$ cat config.mk
export PLATFORM = sky130hd
export DESIGN_NAME = civil_date_add_and_compare
export DESIGN_NICKNAME = d
export VERILOG_FILES = /design/src/design/cdac_pkg.sv /design/src/design/civil_date_add_and_compare.sv /design/src/design/cdac_to_days.sv /design/src/design/cdac_from_days.sv
export SDC_FILE = /design/constraint.sdc
export NUM_CORES = 2
export LEC_CHECK = 0
export BUFFER_PORTS_ARGS = -buffer_cell sky130_fd_sc_hd__buf_2
export CORE_MARGIN = 1
export CORE_UTILIZATION = 25
export DETAILED_ROUTE_END_ITERATION = 8
export PLACE_DENSITY = 0.49
export SLEW_MARGIN = 15
export SYNTH_ARGS = -nofsm -noshare
export SYNTH_HDL_FRONTEND = slang
export SYNTH_SLANG_ARGS = --single-unit
$ cat constraint.sdc
create_clock -name clock -period 21.5 [get_ports clock]
set_input_delay 4.3 -clock clock [delete_from_list [all_inputs] [get_ports clock]]
set_output_delay 4.3 -clock clock [all_outputs]
set_load 0.01 [all_outputs]
$ cat src/design/cdac_pkg.sv
`timescale 1ns / 1ps
// Package for the civil date add/compare unit: widths, divide-by-constant
// reciprocals, calendar tables and the sideband type. No dependencies.
package cdac_pkg;

   localparam int YEAR_BITS   = 16;
   localparam int OFFSET_BITS = 25;

   localparam int CYCLE_DAYS = 146097;
   localparam int YEAR_MAX   = (2 ** (YEAR_BITS - 1)) - 1;
   localparam int YEAR_MIN   = -(2 ** (YEAR_BITS - 1));

   // Bias (in 400-year cycles) that keeps the shifted year non-negative
   localparam int YCYC_BIAS = (2 ** (YEAR_BITS - 1)) / 400 + 1;
   localparam int YU_BITS   = YEAR_BITS + 1;
   localparam int YQ_BITS   = $clog2(2 * YCYC_BIAS + 1);
   localparam int CYC_BITS  = YQ_BITS + 1;
   localparam int DOC_BITS  = 19;
   localparam int CYCD_BITS = $clog2(YCYC_BIAS * CYCLE_DAYS) + 2;
   localparam int DN_BITS   = CYCD_BITS + 1;
   localparam int NP_BITS   = ((DN_BITS > OFFSET_BITS) ? DN_BITS : OFFSET_BITS) + 2;

   // Bias (in 400-year cycles) that keeps the shifted day number non-negative
   localparam int FCYC_BIAS = (2 ** (OFFSET_BITS - 1)) / CYCLE_DAYS + YCYC_BIAS + 2;
   localparam int U2_BITS   = NP_BITS + 1;
   localparam int Q2_BITS   = $clog2(2 * FCYC_BIAS + 2);
   localparam int CYC2_BITS = Q2_BITS + 1;
   localparam int RY_BITS   = $clog2(400 * FCYC_BIAS) + 2;

   // Bias (in multiples of 25) for the leap-year residue
   localparam int Y25_BIAS = 25 * ((2 ** (YEAR_BITS - 1)) / 25 + 1);
   localparam int VQ_BITS  = YEAR_BITS - 3;

   // Reciprocals, floor(2**SH / divisor); the quotient may come out one low
   localparam int M400     = 167772;
   localparam int SH400    = 26;
   localparam int M25      = 167772;
   localparam int SH25     = 22;
   localparam int M146097  = 7525901;
   localparam int SH146097 = 40;
   localparam int M1460    = 735439;
   localparam int SH1460   = 30;
   localparam int M365     = 2941758;
   localparam int SH365    = 30;

   localparam logic OP_ADD = 1'b0;
   localparam logic OP_CMP = 1'b1;

   localparam logic [1:0] ORD_LESS    = 2'b11;
   localparam logic [1:0] ORD_EQUAL   = 2'b00;
   localparam logic [1:0] ORD_GREATER = 2'b01;

   typedef struct packed {
      logic       op;
      logic       date_valid;
      logic [1:0] order;
   } side_type;

   // First day-of-year of month index k, counted from March (k = 0)
   function automatic logic [8:0] mp_start(input logic [3:0] k);
      logic [8:0] s;
      case (k)
         4'd0:    s = 9'd0;
         4'd1:    s = 9'd31;
         4'd2:    s = 9'd61;
         4'd3:    s = 9'd92;
         4'd4:    s = 9'd122;
         4'd5:    s = 9'd153;
         4'd6:    s = 9'd184;
         4'd7:    s = 9'd214;
         4'd8:    s = 9'd245;
         4'd9:    s = 9'd275;
         4'd10:   s = 9'd306;
         4'd11:   s = 9'd337;
         4'd12:   s = 9'd367;
         default: s = 9'd0;
      endcase
      return s;
   endfunction

   function automatic logic [1:0] div100(input logic [8:0] yoc);
      return 2'(yoc >= 9'd100) + 2'(yoc >= 9'd200) + 2'(yoc >= 9'd300);
   endfunction

   function automatic logic [2:0] div36524(input logic [17:0] doc);
      return 3'(doc >= 18'd36524) + 3'(doc >= 18'd73048) + 3'(doc >= 18'd109572)
           + 3'(doc >= 18'd146096);
   endfunction

   function automatic logic [4:0] month_len(input logic [3:0] m, input logic leap);
      logic [4:0] n;
      case (m)
         4'd2:                      n = leap ? 5'd29 : 5'd28;
         4'd4, 4'd6, 4'd9, 4'd11:   n = 5'd30;
         default:                   n = 5'd31;
      endcase
      return n;
   endfunction

endpackage

$ cat src/design/civil_date_add_and_compare.sv
`timescale 1ns / 1ps
// Civil date add/compare unit, top level. A taken request runs through the
// input, a-c, e, f1-f8 and output registers. Throughput: one request per
// cycle, set by the fully pipelined divide-by-constant stages; busy stays
// low. Reset (synchronous, active high) clears all valid bits; the data
// registers are not reset. The receiver cannot stall, so no request is
// ever held. Depends on cdac_pkg, cdac_to_days and cdac_from_days.
module civil_date_add_and_compare (
   input  logic                                        clock,
   input  logic                                        reset,
   input  logic                                        start,
   output logic                                        busy,
   input  logic                                        req_op,
   input  logic signed [cdac_pkg::YEAR_BITS-1:0]       req_year,
   input  logic [3:0]                                  req_month,
   input  logic [4:0]                                  req_day,
   input  logic signed [cdac_pkg::OFFSET_BITS-1:0]     req_day_offset,
   input  logic signed [cdac_pkg::YEAR_BITS-1:0]       req_other_year,
   input  logic [3:0]                                  req_other_month,
   input  logic [4:0]                                  req_other_day,
   output logic                                        rsp_valid,
   output logic signed [cdac_pkg::YEAR_BITS-1:0]       rsp_result_year,
   output logic [3:0]                                  rsp_result_month,
   output logic [4:0]                                  rsp_result_day,
   output logic signed [1:0]                           rsp_order,
   output logic                                        rsp_date_valid,
   output logic                                        rsp_out_of_range
);
   localparam int YB  = cdac_pkg::YEAR_BITS;
   localparam int OB  = cdac_pkg::OFFSET_BITS;
   localparam int DNB = cdac_pkg::DN_BITS;
   localparam int NPB = cdac_pkg::NP_BITS;
   localparam int UB  = cdac_pkg::U2_BITS;
   localparam int RB  = cdac_pkg::RY_BITS;
   localparam int VQ  = cdac_pkg::VQ_BITS;

   // Every cycle can take a request: the pipeline never backs up.
   assign busy = 1'b0;

   logic accept;
   assign accept = start && !busy;

   // ---------------------------------------------------------------------
   // Input register: capture the request as-is.
   // ---------------------------------------------------------------------
   logic                 vld0_ff, op0_ff;
   logic signed [YB-1:0] y0_ff, oy0_ff;
   logic [3:0]           m0_ff, om0_ff;
   logic [4:0]           d0_ff, od0_ff;
   logic signed [OB-1:0] off0_ff;

   always_ff @(posedge clock) begin
      if (reset) begin
         vld0_ff <= 1'b0;
      end else begin
         vld0_ff <= accept;
      end
   end

   always_ff @(posedge clock) begin
      op0_ff  <= req_op;
      y0_ff   <= req_year;
      m0_ff   <= req_month;
      d0_ff   <= req_day;
      off0_ff <= req_day_offset;
      oy0_ff  <= req_other_year;
      om0_ff  <= req_other_month;
      od0_ff  <= req_other_day;
   end

   // ---------------------------------------------------------------------
   // Both dates to day counts, three stages each (a, b, c).
   // ---------------------------------------------------------------------
   logic signed [DNB-1:0] dn_first, dn_other;

   cdac_to_days u_first (
      .clock   (clock),
      .year    (y0_ff),
      .month   (m0_ff),
      .day     (d0_ff),
      .day_num (dn_first)
   );

   cdac_to_days u_other (
      .clock   (clock),
      .year    (oy0_ff),
      .month   (om0_ff),
      .day     (od0_ff),
      .day_num (dn_other)
   );

   // ---------------------------------------------------------------------
   // Date check of the first date, alongside stages a and b.
   // Leap: y % 4 == 0 and (y % 25 != 0 or y % 16 == 0). The year is biased
   // by a multiple of 25 so the residue comes from an unsigned reciprocal.
   // ---------------------------------------------------------------------
   logic [YB:0]     v_a;
   logic [YB+18:0]  pv_a;
   logic [YB:0]     v_a_ff;
   logic [VQ-1:0]   qv_a_ff;
   logic [3:0]      ylow_a_ff, m_a_ff;
   logic [4:0]      d_a_ff;

   assign v_a  = (YB+1)'((YB+2)'(y0_ff) + (YB+2)'(cdac_pkg::Y25_BIAS));
   assign pv_a = (YB+19)'(v_a) * (YB+19)'(cdac_pkg::M25);

   always_ff @(posedge clock) begin
      v_a_ff    <= v_a;
      qv_a_ff   <= pv_a[cdac_pkg::SH25 +: VQ];
      ylow_a_ff <= y0_ff[3:0];
      m_a_ff    <= m0_ff;
      d_a_ff    <= d0_ff;
   end

   logic [YB:0] rv_b;
   logic        y25_b, leap_b, dval_b;

   assign rv_b   = v_a_ff - (YB+1)'(qv_a_ff) * (YB+1)'(25);
   // residue is rv_b or rv_b - 25; zero exactly when rv_b is 0 or 25
   assign y25_b  = (rv_b == '0) || (rv_b == (YB+1)'(25));
   assign leap_b = (ylow_a_ff[1:0] == 2'b00) && (!y25_b || ylow_a_ff == 4'd0);
   assign dval_b = (m_a_ff >= 4'd1) && (m_a_ff <= 4'd12) && (d_a_ff != 5'd0)
                && (d_a_ff <= cdac_pkg::month_len(m_a_ff, leap_b));

   // ---------------------------------------------------------------------
   // Hold op, offset, valid and date check through stages a, b, c.
   // ---------------------------------------------------------------------
   logic [2:0]           vld_abc_ff;
   logic                 op_a_ff, op_b_ff, op_c_ff;
   logic signed [OB-1:0] off_a_ff, off_b_ff, off_c_ff;
   logic                 dval_b_ff, dval_c_ff;

   always_ff @(posedge clock) begin
      if (reset) begin
         vld_abc_ff <= '0;
      end else begin
         vld_abc_ff <= {vld_abc_ff[1:0], vld0_ff};
      end
   end

   always_ff @(posedge clock) begin
      op_a_ff   <= op0_ff;
      op_b_ff   <= op_a_ff;
      op_c_ff   <= op_b_ff;
      off_a_ff  <= off0_ff;
      off_b_ff  <= off_a_ff;
      off_c_ff  <= off_b_ff;
      dval_b_ff <= dval_b;
      dval_c_ff <= dval_b_ff;
   end

   // ---------------------------------------------------------------------
   // Stage e: shifted day count (the epoch shift cancels, so add the offset
   // straight to the cycle-relative count), bias it non-negative, and order
   // the two dates.
   // ---------------------------------------------------------------------
   logic signed [NPB-1:0] np_e;
   logic [UB-1:0]         u2_in, u2_ff;
   logic [1:0]            ord_e;
   logic                  vld_e_ff;
   cdac_pkg::side_type    side_in, side_e_ff;

   assign np_e  = NPB'(dn_first) + NPB'(off_c_ff);
   assign u2_in = UB'(np_e) + UB'(cdac_pkg::FCYC_BIAS * cdac_pkg::CYCLE_DAYS);

   always_comb begin
      if (dn_first < dn_other) begin
         ord_e = cdac_pkg::ORD_LESS;
      end else if (dn_first > dn_other) begin
         ord_e = cdac_pkg::ORD_GREATER;
      end else begin
         ord_e = cdac_pkg::ORD_EQUAL;
      end
   end

   always_comb begin
      side_in.op         = op_c_ff;
      side_in.date_valid = dval_c_ff;
      side_in.order      = ord_e;
   end

   always_ff @(posedge clock) begin
      if (reset) begin
         vld_e_ff <= 1'b0;
      end else begin
         vld_e_ff <= vld_abc_ff[2];
      end
   end

   always_ff @(posedge clock) begin
      u2_ff     <= u2_in;
      side_e_ff <= side_in;
   end

   // ---------------------------------------------------------------------
   // Day count back to a civil date, eight stages.
   // ---------------------------------------------------------------------
   logic                 vld_f;
   cdac_pkg::side_type   side_f;
   logic signed [RB-1:0] year_f;
   logic [3:0]           month_f;
   logic [4:0]           day_f;

   cdac_from_days u_from (
      .clock     (clock),
      .reset     (reset),
      .in_valid  (vld_e_ff),
      .in_side   (side_e_ff),
      .in_days   (u2_ff),
      .out_valid (vld_f),
      .out_side  (side_f),
      .out_year  (year_f),
      .out_month (month_f),
      .out_day   (day_f)
   );

   // ---------------------------------------------------------------------
   // Output register: range check on the year, zero the fields that the op
   // does not produce, strobe the result for one cycle.
   // ---------------------------------------------------------------------
   logic                 oor_f;
   logic                 rsp_valid_in, rsp_valid_ff;
   logic signed [YB-1:0] ry_in, ry_ff;
   logic [3:0]           rm_in, rm_ff;
   logic [4:0]           rd_in, rd_ff;
   logic [1:0]           ord_in, ord_ff;
   logic                 dv_in, dv_ff;
   logic                 oor_in, oor_ff;

   assign oor_f = (year_f > RB'(cdac_pkg::YEAR_MAX)) || (year_f < RB'(cdac_pkg::YEAR_MIN));

   always_comb begin
      rsp_valid_in = vld_f;
      dv_in        = side_f.date_valid;
      ry_in        = '0;
      rm_in        = 4'd0;
      rd_in        = 5'd0;
      ord_in       = cdac_pkg::ORD_EQUAL;
      oor_in       = 1'b0;
      if (side_f.op == cdac_pkg::OP_CMP) begin
         ord_in = side_f.order;
      end else if (oor_f) begin
         oor_in = 1'b1;
      end else begin
         ry_in = year_f[YB-1:0];
         rm_in = month_f;
         rd_in = day_f;
      end
   end

   always_ff @(posedge clock) begin
      if (reset) begin
         rsp_valid_ff <= 1'b0;
      end else begin
         rsp_valid_ff <= rsp_valid_in;
      end
   end

   always_ff @(posedge clock) begin
      ry_ff  <= ry_in;
      rm_ff  <= rm_in;
      rd_ff  <= rd_in;
      ord_ff <= ord_in;
      dv_ff  <= dv_in;
      oor_ff <= oor_in;
   end

   assign rsp_valid        = rsp_valid_ff;
   assign rsp_result_year  = ry_ff;
   assign rsp_result_month = rm_ff;
   assign rsp_result_day   = rd_ff;
   assign rsp_order        = ord_ff;
   assign rsp_date_valid   = dv_ff;
   assign rsp_out_of_range = oor_ff;

endmodule

$ cat src/design/cdac_to_days.sv
`timescale 1ns / 1ps
// Civil date to day count (relative to the era epoch), three register stages.
// Depends on cdac_pkg.
module cdac_to_days (
   input  logic                                  clock,
   input  logic signed [cdac_pkg::YEAR_BITS-1:0] year,
   input  logic [3:0]                            month,
   input  logic [4:0]                            day,
   output logic signed [cdac_pkg::DN_BITS-1:0]   day_num
);
   localparam int YB  = cdac_pkg::YEAR_BITS;
   localparam int YU  = cdac_pkg::YU_BITS;
   localparam int YQ  = cdac_pkg::YQ_BITS;
   localparam int CB  = cdac_pkg::CYC_BITS;
   localparam int DB  = cdac_pkg::DOC_BITS;
   localparam int CDB = cdac_pkg::CYCD_BITS;
   localparam int DNB = cdac_pkg::DN_BITS;

   // stage a: biased year, approximate year / 400
   logic                 m_le2;
   logic signed [YB+1:0] ys;
   logic [YU-1:0]        u_in, u_ff;
   logic [YU+17:0]       prod_a;
   logic [YQ-1:0]        qa_in, qa_ff;
   logic [3:0]           mon_ff;
   logic [4:0]           day_ff;

   assign m_le2  = (month <= 4'd2);
   assign ys     = (YB+2)'(year) - (YB+2)'(m_le2) + (YB+2)'(cdac_pkg::YCYC_BIAS * 400);
   assign u_in   = ys[YU-1:0];
   assign prod_a = (YU+18)'(u_in) * (YU+18)'(cdac_pkg::M400);
   assign qa_in  = prod_a[cdac_pkg::SH400 +: YQ];

   always_ff @(posedge clock) begin
      u_ff   <= u_in;
      qa_ff  <= qa_in;
      mon_ff <= month;
      day_ff <= day;
   end

   // stage b: fix the quotient, year of cycle, day of year
   logic [YU-1:0]        r_b;
   logic                 ge_b;
   logic [YQ-1:0]        q_b;
   logic [3:0]           mm_b;
   logic [8:0]           yoc_in, yoc_ff;
   logic signed [CB-1:0] cyc_in, cyc_ff;
   logic signed [9:0]    doy_in, doy_ff;

   assign r_b    = u_ff - YU'(qa_ff) * YU'(400);
   assign ge_b   = (r_b >= YU'(400));
   assign yoc_in = ge_b ? 9'(r_b - YU'(400)) : 9'(r_b);
   assign q_b    = qa_ff + YQ'(ge_b);
   assign cyc_in = CB'(q_b) - CB'(cdac_pkg::YCYC_BIAS);
   assign mm_b   = (mon_ff > 4'd2) ? mon_ff - 4'd3 : mon_ff + 4'd9;
   assign doy_in = 10'(cdac_pkg::mp_start(mm_b)) + 10'(day_ff) - 10'sd1;

   always_ff @(posedge clock) begin
      yoc_ff <= yoc_in;
      cyc_ff <= cyc_in;
      doy_ff <= doy_in;
   end

   // stage c: day of cycle and cycle offset
   logic [DB-1:0]         ypart;
   logic signed [DB-1:0]  doc_in, doc_ff;
   logic signed [CDB-1:0] cycd_in, cycd_ff;

   assign ypart   = DB'(yoc_ff) * DB'(365) + DB'(yoc_ff >> 2) - DB'(cdac_pkg::div100(yoc_ff));
   assign doc_in  = ypart + DB'(doy_ff);
   assign cycd_in = CDB'(cyc_ff) * CDB'(cdac_pkg::CYCLE_DAYS);

   always_ff @(posedge clock) begin
      doc_ff  <= doc_in;
      cycd_ff <= cycd_in;
   end

   assign day_num = DNB'(cycd_ff) + DNB'(doc_ff);

endmodule

$ cat src/design/cdac_from_days.sv
`timescale 1ns / 1ps
// Biased day count back to civil date, eight register stages; valid and
// sideband travel alongside. Depends on cdac_pkg.
module cdac_from_days (
   input  logic                                   clock,
   input  logic                                   reset,
   input  logic                                   in_valid,
   input  cdac_pkg::side_type                     in_side,
   input  logic [cdac_pkg::U2_BITS-1:0]           in_days,
   output logic                                   out_valid,
   output cdac_pkg::side_type                     out_side,
   output logic signed [cdac_pkg::RY_BITS-1:0]    out_year,
   output logic [3:0]                             out_month,
   output logic [4:0]                             out_day
);
   localparam int UB  = cdac_pkg::U2_BITS;
   localparam int QB  = cdac_pkg::Q2_BITS;
   localparam int CB  = cdac_pkg::CYC2_BITS;
   localparam int RB  = cdac_pkg::RY_BITS;
   localparam int NST = 8;

   logic [NST-1:0]     vld_ff;
   cdac_pkg::side_type side_ff [NST];

   // advance valid bits and sideband with the data
   always_ff @(posedge clock) begin
      if (reset) begin
         vld_ff <= '0;
      end else begin
         vld_ff <= {vld_ff[NST-2:0], in_valid};
      end
   end

   always_ff @(posedge clock) begin
      side_ff[0] <= in_side;
      for (int i = 1; i < NST; i++) begin
         side_ff[i] <= side_ff[i-1];
      end
   end

   // f1: approximate cycle count
   logic [UB+22:0] prod1;
   logic [QB-1:0]  q1_ff;
   logic [UB-1:0]  u1_ff;

   assign prod1 = (UB+23)'(in_days) * (UB+23)'(cdac_pkg::M146097);

   always_ff @(posedge clock) begin
      q1_ff <= prod1[cdac_pkg::SH146097 +: QB];
      u1_ff <= in_days;
   end

   // f2: fix cycle count, day of cycle
   logic [UB-1:0]        r2;
   logic                 ge2;
   logic [QB-1:0]        q2;
   logic [17:0]          doc2_ff;
   logic signed [CB-1:0] cyc2_ff;

   assign r2  = u1_ff - UB'(q1_ff) * UB'(cdac_pkg::CYCLE_DAYS);
   assign ge2 = (r2 >= UB'(cdac_pkg::CYCLE_DAYS));
   assign q2  = q1_ff + QB'(ge2);

   always_ff @(posedge clock) begin
      doc2_ff <= ge2 ? 18'(r2 - UB'(cdac_pkg::CYCLE_DAYS)) : 18'(r2);
      cyc2_ff <= CB'(q2) - CB'(cdac_pkg::FCYC_BIAS);
   end

   // f3: doc / 1460 estimate, doc / 36524, last day of cycle
   logic [37:0]          prod3;
   logic [6:0]           t3_ff;
   logic [2:0]           c3_ff;
   logic                 last3_ff;
   logic [17:0]          doc3_ff;
   logic signed [CB-1:0] cyc3_ff;

   assign prod3 = 38'(doc2_ff) * 38'(cdac_pkg::M1460);

   always_ff @(posedge clock) begin
      t3_ff    <= prod3[cdac_pkg::SH1460 +: 7];
      c3_ff    <= cdac_pkg::div36524(doc2_ff);
      last3_ff <= (doc2_ff == 18'(cdac_pkg::CYCLE_DAYS - 1));
      doc3_ff  <= doc2_ff;
      cyc3_ff  <= cyc2_ff;
   end

   // f4: fix doc / 1460, leap-corrected day count
   logic [17:0]          r4;
   logic [6:0]           t4;
   logic [17:0]          s4_ff, doc4_ff;
   logic signed [CB-1:0] cyc4_ff;

   assign r4 = doc3_ff - 18'(t3_ff) * 18'd1460;
   assign t4 = t3_ff + 7'(r4 >= 18'd1460);

   always_ff @(posedge clock) begin
      s4_ff   <= doc3_ff - 18'(t4) + 18'(c3_ff) - 18'(last3_ff);
      doc4_ff <= doc3_ff;
      cyc4_ff <= cyc3_ff;
   end

   // f5: year of cycle estimate
   logic [39:0]          prod5;
   logic [8:0]           ya5_ff;
   logic [17:0]          s5_ff, doc5_ff;
   logic signed [CB-1:0] cyc5_ff;

   assign prod5 = 40'(s4_ff) * 40'(cdac_pkg::M365);

   always_ff @(posedge clock) begin
      ya5_ff  <= prod5[cdac_pkg::SH365 +: 9];
      s5_ff   <= s4_ff;
      doc5_ff <= doc4_ff;
      cyc5_ff <= cyc4_ff;
   end

   // f6: days in the whole years of the estimate
   logic [17:0]          p6_ff, s6_ff, doc6_ff;
   logic [8:0]           ya6_ff;
   logic signed [CB-1:0] cyc6_ff;

   always_ff @(posedge clock) begin
      p6_ff   <= 18'(ya5_ff) * 18'd365;
      ya6_ff  <= ya5_ff;
      s6_ff   <= s5_ff;
      doc6_ff <= doc5_ff;
      cyc6_ff <= cyc5_ff;
   end

   // f7: fix year of cycle, day of year (from March)
   logic                 ge7;
   logic [8:0]           yoc7;
   logic [17:0]          p7, doy7;
   logic [8:0]           yoc7_ff, doy7_ff;
   logic signed [RB-1:0] ycyc7_ff;

   assign ge7  = ((s6_ff - p6_ff) >= 18'd365);
   assign yoc7 = ya6_ff + 9'(ge7);
   assign p7   = ge7 ? p6_ff + 18'd365 : p6_ff;
   assign doy7 = doc6_ff - p7 - 18'(yoc7 >> 2) + 18'(cdac_pkg::div100(yoc7));

   always_ff @(posedge clock) begin
      yoc7_ff  <= yoc7;
      doy7_ff  <= doy7[8:0];
      ycyc7_ff <= RB'(cyc6_ff) * RB'(400);
   end

   // f8: month, day, year
   logic [3:0] mp8;
   logic       carry8;

   always_comb begin
      mp8 = 4'd0;
      for (int k = 1; k < 12; k++) begin
         if (doy7_ff >= cdac_pkg::mp_start(4'(k))) begin
            mp8 = 4'(k);
         end
      end
   end

   assign carry8 = (mp8 >= 4'd10);

   always_ff @(posedge clock) begin
      out_year  <= ycyc7_ff + RB'(yoc7_ff) + RB'(carry8);
      out_month <= carry8 ? mp8 - 4'd9 : mp8 + 4'd3;
      out_day   <= 5'(doy7_ff - cdac_pkg::mp_start(mp8) + 9'd1);
   end

   assign out_valid = vld_ff[NST-1];
   assign out_side  = side_ff[NST-1];

endmodule

==> flow_summary.toml <==
[status]
status = "finished, final reports clean"

[cts]
clkSinkCount = 823
clkLatencyLatePin_ns = 0.85
htreeDepth = 3
cts_made_buffers = 108
ctsHoldBuffers = 0
cts_resized = 0
postCtsSetupRepairBufs = 0
cts.clk_slew.worst_paths_ns = 0.05
clock_path_buffers = 4
cts_root_buf = "clkbuf_16"
tritoncts = "built"

[worst_hold_path]
hold_path.class = "reg2reg"

[final_layout]
final_common_cell = "inv_1"
fin_cells = 13720
drive_gt1_frac = 0.04418
final_nets = 12100
area_delta_synth_final_pct = 11.62
final_cell_mix = "inv_1, ha_1, fa_1"

[timing]
whs_ns = 0.3223
setup_viol = 0
rsz0062_at_grt = "false"
fin_skew_ns = 0.07884
setup_slack_ns = 11.79
tns_ns = 0
timing.fmax_mhz = 103.0
min_period_ns = 9.711
worst_pin_slew_ns = 1.001
fin_crit_sh = 0.4517
final-hold-violation-count = 0
slew_headroom = 0.3280
slew_viol_final = 0

[global_route]
grt_pass1_vias = 59190
overflow = 0
grt_antenna_before_repair = 4
gr-usage-all-layers = 0.1118
grt_max_degree = 26
grt_pass1_wl_mm = 319.7

[floorplanning]
core-area_um2 = 353200
die_w_um = 598.2
dieArea_um2 = 357800
dieHeight_um = 598.2
rows = 218
initial_core_util = 0.2515
num_io_pins = 110

[synth]
yosysSeqAreaShare = 0.1854
ys.warnings.count = 0
syn_area_per_cell_um2 = 10.23
netlist_area_um2 = 88850
synth_fp_nets = 11880
synth_flop_cell = "dfxtp_1"
yosysUniqueCellTypes = 94
synth-edff-count = 0
ys_ff_latch = 823
synthCells = 8688
ys_async_sr_fraction = 0

[worst_setup_path]
endpoint_kind = "register"
cpMostUsedCell = "ha_1"
slowest_stage = "or4b_2"
required_ns = 22.20
critPathTopFamily = "adder cells"
cp.buffers_inverters = 4
slowest_delay_ns = 0.73
crit_type = "reg2reg"
critPathArrivalTime_ns = 10.41
cp_max_fo = 5
start_kind = "register"

[run]
drv_cap = 0

[detailed_routing]
top_layer_used = "met4"
num_vias = 55570
dr_wl_met3_mm = 4.592
routed_via_density = 4.051
drc = 0
ant_nets = 0
dr_wl_met2_mm = 94.43
drt_first_pass_iters = 4
wirelength_mm = 193.2
drt-met1-wl_mm = 90.20
drtIter0Drc = 1833
wire_per_inst_um = 14.08

[place]
place_ws_ns = 11.85
place.gp.congestion = 0.8228
io_buffers = 108
dpl.cell_count = 13520
dp_hpwl_mm = 167.7
worst paths after layout:
| check | startpoint | end | slack, ns | depth (start not counted) |
|---|---|---|---|---|
| max | u_from.t3_ff[1] | u_from.s4_ff[16] | 11.79 | 37 |
| min | u_from.s5_ff[12] | u_from.s6_ff[12] | 0.32 | 0 |
| max reg2reg | u_from.t3_ff[1] | u_from.s4_ff[16] | 11.79 | 37 |
| min reg2reg | u_from.s5_ff[12] | u_from.s6_ff[12] | 0.32 | 0 |
state kept, by name, indices dropped and copies added (netlist names), 19 cells and up:
name,count
u_first.doc_ff,19
u_other.doc_ff,19
u_from.out_year,19
u_other.cycd_ff,26
off_c_ff,25
u_first.cycd_ff,26
off_a_ff,25
u_from.side_ff,32
u_from.u1_ff,29
off0_ff,25
u2_ff,29
off_b_ff,25
synthesized netlist by cell type, types with 34 or more instances:
library cell / count / share of area
a21boi_0: 34 / 0.0029
a21o_1: 126 / 0.011
a21oi_1: 319 / 0.018
and2_1: 48 / 0.0034
clkbuf_1: 35 / 0.0015
dfxtp_1: 823 / 0.19
fa_1: 1156 / 0.26
ha_1: 1960 / 0.28
inv_1: 2093 / 0.088
nand2_1: 208 / 0.0088
nand2b_1: 51 / 0.0036
nand3_1: 100 / 0.0056
nand4_1: 42 / 0.0030
nor2_1: 269 / 0.011
nor2b_1: 71 / 0.0050
nor3_1: 101 / 0.0057
o21a_1: 80 / 0.0068
o21ai_0: 191 / 0.011
o21bai_1: 58 / 0.0049
xnor2_1: 342 / 0.034
xor2_1: 140 / 0.014
per-layer routing:
metal | up-vias | GRT usage
met1 | 26560 | 0.1451
met5 | - | 0
met4 | 0 | 0.02464
li1 | 28390 | -
met2 | 429 | 0.1978
met3 | 187 | 0.01254
per-stage QoR:
step,cell area [um2],utilization
detailed placement,95430,0.2702
CTS,99170,0.2807
finish,99170,0.2808
global route,99170,0.2808
floorplan,88850,-
global placement,95430,0.2702
logic make-up (layout without fill, tap and decap cells):
group | after synthesis | count (layout) | synth area share
fa+ha+maj | 3116 | 3116 | 0.5365
buf+inv | 2132 | 2429 | 0.09038
compound gates | 1065 | 1065 | 0.07824
simple gates | 1044 | 1044 | 0.05872
flops | 823 | 823 | 0.1854
xor+xnor | 485 | 485 | 0.04806
mux | 22 | 22 | 0.002633
other cells | 1 | 3 | 0.00004221
cell type report:
class | instances | area (um2)
fillers | 37400 | 254100
multi-input cells | 5733 | 64370
flip-flops and latches | 823 | 16480
inverters | 2094 | 7860
well taps | 4730 | 5918
clock buffers | 132 | 2893
clock inverters | 59 | 844.6
repair buffers | 144 | 810.8
diodes | 2 | 5.005
Power is left out: the tool's default activity adds up to more than one toggle a clock period on the data nets, which glitch-free logic cannot reach.
